## src/rtl/irpt_pkg.sv

```systemverilog
// ----------------------------------------------------------------------------
// irpt_pkg
// shared types, constants and codes of the ir pulse train transmitter
// ----------------------------------------------------------------------------
package irpt_pkg;

    // sizing
    localparam int MAX_BITS    = 32;
    localparam int TABLE_DEPTH = 64;
    localparam int TICK_W      = 16;
    localparam int IDX_W       = 6;
    localparam int LEN_W       = 7;
    localparam int CODE_W      = 32;
    localparam int ADDR_W      = 4;
    localparam int DATA_W      = 32;

    // request function codes
    localparam logic [1:0] FUNC_TICK  = 2'd0;
    localparam logic [1:0] FUNC_WRITE = 2'd1;
    localparam logic [1:0] FUNC_RAW   = 2'd2;
    localparam logic [1:0] FUNC_GEN   = 2'd3;

    // register indexes
    localparam logic [1:0] REG_ONE_ON   = 2'd0;
    localparam logic [1:0] REG_ONE_OFF  = 2'd1;
    localparam logic [1:0] REG_ZERO_ON  = 2'd2;
    localparam logic [1:0] REG_ZERO_OFF = 2'd3;

    // timing registers
    typedef struct packed {
        logic [TICK_W-1:0] one_on;
        logic [TICK_W-1:0] one_off;
        logic [TICK_W-1:0] zero_on;
        logic [TICK_W-1:0] zero_off;
    } timing_t;

    // controller to datapath
    typedef struct packed {
        logic load;
        logic tick;
        logic write_entry;
        logic raw_start;
        logic gen_check;
        logic gen_write;
        logic gen_start;
    } dp_cmd_t;

    // datapath to controller
    typedef struct packed {
        logic gen_len_ok;
        logic gen_last;
    } dp_status_t;

endpackage

```

## src/rtl/irpt_regs.sv

```systemverilog
// ----------------------------------------------------------------------------
// irpt_regs
// apb register file holding the four bit timing registers
// ----------------------------------------------------------------------------
module irpt_regs (
    input  logic                         clk,
    input  logic                         rst_n,
    input  logic                         psel,
    input  logic                         penable,
    input  logic                         pwrite,
    input  logic [irpt_pkg::ADDR_W-1:0]  paddr,
    input  logic [irpt_pkg::DATA_W-1:0]  pwdata,
    output logic [irpt_pkg::DATA_W-1:0]  prdata,
    output logic                         pready,
    output irpt_pkg::timing_t            timing
);
    import irpt_pkg::*;

    timing_t    timing_reg;
    timing_t    timing_next;
    logic       wr_en;
    logic [1:0] reg_sel;

    assign pready  = 1'b1;
    assign wr_en   = psel & penable & pwrite;
    assign reg_sel = paddr[3:2];
    assign timing  = timing_reg;

    // write decode
    always_comb
    begin
        timing_next = timing_reg;
        if (wr_en)
        begin
            case (reg_sel)
                REG_ONE_ON:   timing_next.one_on   = pwdata[TICK_W-1:0];
                REG_ONE_OFF:  timing_next.one_off  = pwdata[TICK_W-1:0];
                REG_ZERO_ON:  timing_next.zero_on  = pwdata[TICK_W-1:0];
                REG_ZERO_OFF: timing_next.zero_off = pwdata[TICK_W-1:0];
                default:      timing_next = timing_reg;
            endcase
        end
    end

    always_ff @(posedge clk or negedge rst_n)
    begin
        if (!rst_n)
        begin
            timing_reg <= '0;
        end
        else
        begin
            timing_reg <= timing_next;
        end
    end

    // read mux
    always_comb
    begin
        case (reg_sel)
            REG_ONE_ON:   prdata = DATA_W'(timing_reg.one_on);
            REG_ONE_OFF:  prdata = DATA_W'(timing_reg.one_off);
            REG_ZERO_ON:  prdata = DATA_W'(timing_reg.zero_on);
            REG_ZERO_OFF: prdata = DATA_W'(timing_reg.zero_off);
            default:      prdata = '0;
        endcase
    end

endmodule

```

## src/rtl/irpt_dp.sv

```systemverilog
// ----------------------------------------------------------------------------
// irpt_dp
// datapath: pulse table memory, send state, tick counter, code expansion
// ----------------------------------------------------------------------------
module irpt_dp (
    input  logic                         clk,
    input  logic                         rst_n,
    input  irpt_pkg::dp_cmd_t            cmd,
    output irpt_pkg::dp_status_t         status,
    input  irpt_pkg::timing_t            timing,
    input  logic [irpt_pkg::IDX_W-1:0]   entry_index,
    input  logic [irpt_pkg::TICK_W-1:0]  entry_ticks,
    input  logic [irpt_pkg::LEN_W-1:0]   code_length,
    input  logic [irpt_pkg::CODE_W-1:0]  bit_code,
    output logic                         carrier_on,
    output logic                         busy_res,
    output logic                         rejected
);
    import irpt_pkg::*;

    // captured request
    logic [IDX_W-1:0]  idx_reg;
    logic [TICK_W-1:0] ticks_reg;
    logic [LEN_W-1:0]  len_reg;
    logic [CODE_W-1:0] code_reg;
    logic [CODE_W-1:0] code_next;

    // send state
    logic [LEN_W-1:0]  pulse_index_reg;
    logic [LEN_W-1:0]  pulse_index_next;
    logic [LEN_W-1:0]  send_length_reg;
    logic [LEN_W-1:0]  send_length_next;
    logic [TICK_W-1:0] tick_count_reg;
    logic [TICK_W-1:0] tick_count_next;
    logic              gate_reg;
    logic              gate_next;
    logic              rej_reg;
    logic              rej_next;

    // expansion counter
    logic [IDX_W-1:0]  wcnt_reg;
    logic [IDX_W-1:0]  wcnt_next;

    // pulse table
    logic [TICK_W-1:0] mem [0:TABLE_DEPTH-1];
    logic [TICK_W-1:0] rd_data_reg;
    logic              mem_we;
    logic [IDX_W-1:0]  mem_waddr;
    logic [TICK_W-1:0] mem_wdata;

    logic              active;
    logic              raw_ok;
    logic [LEN_W:0]    len_x2;
    logic [TICK_W-1:0] tick_inc;
    logic [LEN_W-1:0]  index_inc;
    logic [LEN_W-1:0]  gen_pulses;

    assign active     = pulse_index_reg < send_length_reg;
    assign raw_ok     = (len_reg != '0) && (len_reg <= LEN_W'(TABLE_DEPTH));
    assign len_x2     = {len_reg, 1'b0};
    assign tick_inc   = tick_count_reg + TICK_W'(1);
    assign index_inc  = pulse_index_reg + LEN_W'(1);
    assign gen_pulses = len_x2[LEN_W-1:0] - LEN_W'(1);

    assign status.gen_len_ok = (len_reg != '0) && (len_reg <= LEN_W'(MAX_BITS))
                               && (len_x2 <= (LEN_W+1)'(TABLE_DEPTH));
    assign status.gen_last   = (wcnt_reg == '0);

    assign carrier_on = gate_reg;
    assign busy_res   = active;
    assign rejected   = rej_reg;

    // request capture
    always_ff @(posedge clk)
    begin
        if (cmd.load)
        begin
            idx_reg   <= entry_index;
            ticks_reg <= entry_ticks;
            len_reg   <= code_length;
        end
        code_reg <= code_next;
    end

    // expansion walks entries from the top down, taking code bits lsb first
    always_comb
    begin
        code_next = code_reg;
        if (cmd.load)
        begin
            code_next = bit_code;
        end
        else if (cmd.gen_write && !wcnt_reg[0])
        begin
            code_next = code_reg >> 1;
        end
    end

    // memory write port
    always_comb
    begin
        mem_we    = 1'b0;
        mem_waddr = idx_reg;
        mem_wdata = ticks_reg;
        if (cmd.write_entry)
        begin
            mem_we = ({1'b0, idx_reg} < (IDX_W+1)'(TABLE_DEPTH));
        end
        else if (cmd.gen_write)
        begin
            mem_we    = 1'b1;
            mem_waddr = wcnt_reg;
            case ({code_reg[0], wcnt_reg[0]})
                2'b00:   mem_wdata = timing.zero_on;
                2'b01:   mem_wdata = timing.zero_off;
                2'b10:   mem_wdata = timing.one_on;
                2'b11:   mem_wdata = timing.one_off;
                default: mem_wdata = timing.zero_on;
            endcase
        end
    end

    // pulse table with registered read at the current pulse index
    always_ff @(posedge clk)
    begin
        if (mem_we)
        begin
            mem[mem_waddr] <= mem_wdata;
        end
        rd_data_reg <= mem[pulse_index_reg[IDX_W-1:0]];
    end

    // send state update
    always_comb
    begin
        pulse_index_next = pulse_index_reg;
        send_length_next = send_length_reg;
        tick_count_next  = tick_count_reg;
        gate_next        = gate_reg;
        rej_next         = rej_reg;
        wcnt_next        = wcnt_reg;
        if (cmd.load)
        begin
            rej_next = 1'b0;
        end
        if (cmd.tick && active)
        begin
            if (tick_inc >= rd_data_reg)
            begin
                pulse_index_next = index_inc;
                gate_next        = ~index_inc[0];
                tick_count_next  = '0;
            end
            else
            begin
                tick_count_next = tick_inc;
            end
        end
        if (cmd.raw_start)
        begin
            pulse_index_next = '0;
            tick_count_next  = '0;
            if (raw_ok)
            begin
                send_length_next = (len_reg - LEN_W'(1)) | LEN_W'(1);
                gate_next        = 1'b1;
            end
            else
            begin
                send_length_next = '0;
                gate_next        = 1'b0;
                rej_next         = 1'b1;
            end
        end
        if (cmd.gen_check)
        begin
            wcnt_next = gen_pulses[IDX_W-1:0];
            if (!status.gen_len_ok)
            begin
                pulse_index_next = '0;
                send_length_next = '0;
                tick_count_next  = '0;
                gate_next        = 1'b0;
                rej_next         = 1'b1;
            end
        end
        if (cmd.gen_write && !status.gen_last)
        begin
            wcnt_next = wcnt_reg - IDX_W'(1);
        end
        if (cmd.gen_start)
        begin
            pulse_index_next = '0;
            tick_count_next  = '0;
            send_length_next = gen_pulses;
            gate_next        = 1'b1;
        end
    end

    always_ff @(posedge clk or negedge rst_n)
    begin
        if (!rst_n)
        begin
            pulse_index_reg <= '0;
            send_length_reg <= '0;
            tick_count_reg  <= '0;
            gate_reg        <= 1'b0;
            rej_reg         <= 1'b0;
            wcnt_reg        <= '0;
        end
        else
        begin
            pulse_index_reg <= pulse_index_next;
            send_length_reg <= send_length_next;
            tick_count_reg  <= tick_count_next;
            gate_reg        <= gate_next;
            rej_reg         <= rej_next;
            wcnt_reg        <= wcnt_next;
        end
    end

endmodule

```

## src/rtl/irpt_ctrl.sv

```systemverilog
// ----------------------------------------------------------------------------
// irpt_ctrl
// controller state machine sequencing each request through the datapath
// ----------------------------------------------------------------------------
module irpt_ctrl (
    input  logic                  clk,
    input  logic                  rst_n,
    input  logic                  start,
    input  logic [1:0]            func,
    input  irpt_pkg::dp_status_t  status,
    output irpt_pkg::dp_cmd_t     cmd,
    output logic                  busy,
    output logic                  done
);
    import irpt_pkg::*;

    localparam logic [2:0] S_IDLE     = 3'd0;
    localparam logic [2:0] S_TICK_RD  = 3'd1;
    localparam logic [2:0] S_TICK_UPD = 3'd2;
    localparam logic [2:0] S_WRITE    = 3'd3;
    localparam logic [2:0] S_RAW      = 3'd4;
    localparam logic [2:0] S_GEN_CHK  = 3'd5;
    localparam logic [2:0] S_GEN      = 3'd6;
    localparam logic [2:0] S_RESP     = 3'd7;

    logic [2:0] state_reg;
    logic [2:0] state_next;

    assign busy = (state_reg != S_IDLE);
    assign done = (state_reg == S_RESP);

    // next state and commands
    always_comb
    begin
        state_next = state_reg;
        cmd        = '0;
        case (state_reg)
            S_IDLE:
            begin
                if (start)
                begin
                    cmd.load = 1'b1;
                    case (func)
                        FUNC_TICK:  state_next = S_TICK_RD;
                        FUNC_WRITE: state_next = S_WRITE;
                        FUNC_RAW:   state_next = S_RAW;
                        FUNC_GEN:   state_next = S_GEN_CHK;
                        default:    state_next = S_RESP;
                    endcase
                end
            end
            S_TICK_RD:
            begin
                state_next = S_TICK_UPD;
            end
            S_TICK_UPD:
            begin
                cmd.tick   = 1'b1;
                state_next = S_RESP;
            end
            S_WRITE:
            begin
                cmd.write_entry = 1'b1;
                state_next      = S_RESP;
            end
            S_RAW:
            begin
                cmd.raw_start = 1'b1;
                state_next    = S_RESP;
            end
            S_GEN_CHK:
            begin
                cmd.gen_check = 1'b1;
                state_next    = status.gen_len_ok ? S_GEN : S_RESP;
            end
            S_GEN:
            begin
                cmd.gen_write = 1'b1;
                if (status.gen_last)
                begin
                    cmd.gen_start = 1'b1;
                    state_next    = S_RESP;
                end
            end
            S_RESP:
            begin
                state_next = S_IDLE;
            end
            default:
            begin
                state_next = S_IDLE;
            end
        endcase
    end

    always_ff @(posedge clk or negedge rst_n)
    begin
        if (!rst_n)
        begin
            state_reg <= S_IDLE;
        end
        else
        begin
            state_reg <= state_next;
        end
    end

endmodule

```

## src/rtl/ir_pulse_train_transmitter.sv

```systemverilog
// ----------------------------------------------------------------------------
// ir_pulse_train_transmitter
// ir remote transmitter gating a carrier from a table of on/off pulse lengths
// ----------------------------------------------------------------------------
//  channel   handshake                      payload
//  request   start, busy (taken: start&!busy) func, entry_index, entry_ticks,
//                                           code_length, bit_code
//  result    done (one cycle strobe)        carrier_on, busy_res, rejected
//  config    apb psel/penable/pwrite/pready paddr, pwdata, prdata
//
//  tick: S_TICK_RD, then S_TICK_UPD, then the result strobe
//  entry write, raw start, rejected start: S_WRITE, S_RAW or S_GEN_CHK, then the strobe
//  bit code start: S_GEN_CHK then S_GEN, one pulse table write port, one entry a cycle
//  reset clears the send state and timing registers; the table is not cleared
//  busy stays high until the strobe cycle is over; the receiver cannot stall
// ----------------------------------------------------------------------------
module ir_pulse_train_transmitter (
    input  logic                         clk,
    input  logic                         rst_n,
    input  logic                         start,
    output logic                         busy,
    input  logic [1:0]                   func,
    input  logic [irpt_pkg::IDX_W-1:0]   entry_index,
    input  logic [irpt_pkg::TICK_W-1:0]  entry_ticks,
    input  logic [irpt_pkg::LEN_W-1:0]   code_length,
    input  logic [irpt_pkg::CODE_W-1:0]  bit_code,
    output logic                         done,
    output logic                         carrier_on,
    output logic                         busy_res,
    output logic                         rejected,
    input  logic                         psel,
    input  logic                         penable,
    input  logic                         pwrite,
    input  logic [irpt_pkg::ADDR_W-1:0]  paddr,
    input  logic [irpt_pkg::DATA_W-1:0]  pwdata,
    output logic [irpt_pkg::DATA_W-1:0]  prdata,
    output logic                         pready
);
    import irpt_pkg::*;

    timing_t    timing;
    dp_cmd_t    cmd;
    dp_status_t status;

    // timing registers
    irpt_regs u_regs (
        .clk     (clk),
        .rst_n   (rst_n),
        .psel    (psel),
        .penable (penable),
        .pwrite  (pwrite),
        .paddr   (paddr),
        .pwdata  (pwdata),
        .prdata  (prdata),
        .pready  (pready),
        .timing  (timing)
    );

    // sequencing
    irpt_ctrl u_ctrl (
        .clk    (clk),
        .rst_n  (rst_n),
        .start  (start),
        .func   (func),
        .status (status),
        .cmd    (cmd),
        .busy   (busy),
        .done   (done)
    );

    // table, counters and send state
    irpt_dp u_dp (
        .clk         (clk),
        .rst_n       (rst_n),
        .cmd         (cmd),
        .status      (status),
        .timing      (timing),
        .entry_index (entry_index),
        .entry_ticks (entry_ticks),
        .code_length (code_length),
        .bit_code    (bit_code),
        .carrier_on  (carrier_on),
        .busy_res    (busy_res),
        .rejected    (rejected)
    );

endmodule
```

## config.mk

```make
export PLATFORM = sky130hd
export DESIGN_NAME = ir_pulse_train_transmitter
export DESIGN_NICKNAME = d
export VERILOG_FILES = /design/src/rtl/irpt_pkg.sv /design/src/rtl/irpt_regs.sv /design/src/rtl/irpt_dp.sv /design/src/rtl/irpt_ctrl.sv /design/src/rtl/ir_pulse_train_transmitter.sv
export SDC_FILE = /design/constraint.sdc
export NUM_CORES = 1
export LEC_CHECK = 0
export BUFFER_PORTS_ARGS = -buffer_cell sky130_fd_sc_hd__buf_4
export CELL_PAD_IN_SITES_DETAIL_PLACEMENT = 2
export CELL_PAD_IN_SITES_GLOBAL_PLACEMENT = 2
export CORE_ASPECT_RATIO = 1.1
export CORE_UTILIZATION = 44
export DETAILED_ROUTE_END_ITERATION = 16
export GPL_TIMING_DRIVEN = 0
export PLACE_DENSITY = 0.71
export SYNTH_ARGS = -nofsm -noshare
export SYNTH_HDL_FRONTEND = slang
export SYNTH_HIERARCHICAL = 1
export SYNTH_SLANG_ARGS = --single-unit
```

## constraint.sdc

```tcl
create_clock -name clk -period 4.3 [get_ports clk]
set_clock_uncertainty 0.2 [all_clocks]
set_input_delay 0.645 -clock clk [delete_from_list [all_inputs] [get_ports clk]]
set_output_delay 0.645 -clock clk [all_outputs]
set_load 0.02 [all_outputs]
```

==> results.ini <==
[logic_synthesis]
synth_top_area_share_pct=67.2
ys_seq_elements=1206
ys_top_cells_by_count=edfxtp_1 (1,085), mux4_2 (333), mux2_2 (116)
synth.most_common_cell=edfxtp_1
async_flop_share_pct=8.71
synth_cell_types=67
seq_area_frac_synth_pct=73.2
synth_edf_count=1085
syn_area_per_cell_sq_um=20.8
synthesis.area_sq_um=48500
netlist.top_cell.by_area=edfxtp_1
syn_inst=2329
yosys_most_used_dff=edfxtp_1
yosys_warnings=6
synthTopCellsByArea=edfxtp_1 (67%), mux4_2 (15%), dfrtp_1 (5.4%)

[timing]
hold_slack_ps=22.3
slew_headroom_pct=-0.565
period_share_pct=101
worstMarginPinSlew_ps=1510
max_freq_ghz=0.230
fin_crit_ps=4340
setup_slack_ps=-43.8
hold_violations=0
finalSetupViolations=8
slew_viol_final=91

[placement]
dp_hpwl_mm=104
port_buffers=105
routabilityCongestion=0.822

[status]
outcome=complete, but fails checks
violations=max-slew violations, negative setup slack

[cts]
h-tree-depth=4
cts_tree=yes
clkTransAtPathRegs_ps=60
cts_buffers=130
clockRootBuffer=clkbuf_16
cts.path.max_buffers=3
clkSinkCount=1206
insertion_delay_ps=770

[setup_path]
r2r-start=u_dp/pulse_index_reg[2]
r2r_end=u_dp/rd_data_reg[4]
crit_required_ps=4750
worst_setup_path_end_kind=flop
cp-endpoint=u_dp/rd_data_reg[4]
reg2regPathDepth=6
startpoint_type=flop
path_max_fanout=10
startpoint=u_dp/pulse_index_reg[2]
cp.arrival_ps=4790
regToRegSetupSlack_ps=-40
worstSetupPathType=reg2reg

[cells_and_area]
multi_input_area_sq_um=12700
nFillCells=9197
drive_above_1_share_pct=36.4
seq_area_sq_um=35500
area_growth_pct=20.0
largest_reg_flops=1024
nets=2875
fin_util_pct=53.3
n_antenna_cell=0

[floorplanning]
die_w_um=319
rows=127
die_y_um=350
die_area_sq_um=112000
core_area_sq_um=109000
io_pins=143
start_util_pct=44.4

[global_routing]
grt_overflow=0
grt.total_usage_pct=30.5
grt_pass1_wl_mm=234
grt_max_degree=106
first_global_vias=29156
antenna_found_initial=6

[route]
ant_nets=0
drtIter0Drc=3394
dr.pass1.iters=6
route.detailed.drc=0
wl_per_cell_um=39.7
via_per_inst=6.39
vias=27235
totalWireLength_mm=169

[min_path]
min_path_type=in2reg

[power_and_ir_drop]
power.share.clock_pct=38.0
power_density_nw_per_um2=536
switching_share_pct=27.7
seq_power_share_pct=47.6
peakVddDrop_v=0.000361
p_leak_nw=19.1
switchingPower_mw=8.65
power_frac_comb_pct=14.5
p_int_mw=22.5

[flow_run]
maxCapViolCount=0

through the flow:
stage	instances	setup TNS [ps]	power [mW]	worst slack, ps	area, sq um
6_report	4259	-153	31.2	-43.8	58200
5_1_grt	4259	-589	31.8	-78.5	58200
4_1_cts	4244	-20980	31.0	-224	57900
3_5_place_dp	3932	-105410	19.1	-507	52400
3_3_place_gp	3868	-533870	18.4	-1190	51100
2_1_floorplan	2344	0	17.0	46.2	48600
power groups by stage:
stage / logic [mW] / clock network [mW] / registers (mW)
after floorplan: 2.15 / 0 / 14.9
after global placement: 3.48 / 0 / 15.0
after detailed placement: 4.03 / 0 / 15.1
after CTS: 4.31 / 11.9 / 14.8
after global routing: 4.67 / 12.3 / 14.9
final: 4.51 / 11.8 / 14.8
per-layer routing:
layer / wire (um) / GRT usage [%] / part of all wire, %
met5: 46 / 0 / 0.027
met4: 7760 / 13.3 / 4.6
met3: 12200 / 5.15 / 7.2
met2: 87300 / 53.2 / 52
met1: 61700 / 37.4 / 37
cell families (layout without fill, tap and decap cells):
group / count (synthesis) / after routing / synth area share [%]
buf+inv: 176 / 672 / 1.89
compound gates: 119 / 119 / 1.64
other cells: 2 / 17 / 0.0155
fa+ha+maj: 27 / 27 / 0.696
xor+xnor: 30 / 30 / 0.542
simple gates: 282 / 282 / 2.78
mux: 487 / 487 / 19.2
flops: 1206 / 1206 / 73.2
what timing repair did:
| item | in CTS | in global routing |
|---|---|---|
| endpoints found under the setup margin | 1578 | 782 |
| buffers inserted | 3 | 11 |
| hold endpoints to repair | 126 | 105 |
| pin swaps | 4 | 8 |
| hold buffers | 80 | 1 |
| gates resized for setup | 83 | 31 |
critical path, cell delays in order, from the launching register on:
cell,delay [ps]
dfrtp_1,380
buf_2,390
buf_2,510
clkdlybuf4s15_1,1020
a211oi_1,330
a2111oi_0,1020
a221o_1,350
worst min path at each step:
stage,start,end,slack (ps),depth (start not counted)
global route,bit_code[11],u_dp/code_reg[11],20,2
detailed placement,u_dp/send_length_reg[2],u_dp/send_length_reg[2],310,2
finish,bit_code[11],u_dp/code_reg[11],20,2
CTS,bit_code[11],u_dp/code_reg[11],0.7,2
floorplan,rst_n,u_ctrl/state_reg[0],150,0
global placement,u_dp/send_length_reg[2],u_dp/send_length_reg[2],290,2
area by class of cell:
type | count | area share [%]
clock inverter | 71 | 1.32
buffer | 135 | 1.35
multi-input combinational | 962 | 21.8
clock buffer | 158 | 6.15
inverter | 41 | 0.264
sequential | 1206 | 61.1
timing repair buffer | 267 | 4.98
tap | 1419 | 3.05
cell usage in the layout (no fill, tap or decap), drive strengths merged, types with 51 or more instances in the layout:
cell type	synthesis	layout
buf	86	271
clkbuf	49	207
clkinv	0	51
dfrtp	105	105
dlygate4sd3	0	81
edfxtp	1085	1085
mux2	126	126
mux4	338	338
nand2	69	69
nor2	96	96
No activity file was read; power rests on OpenSTA's default activity.
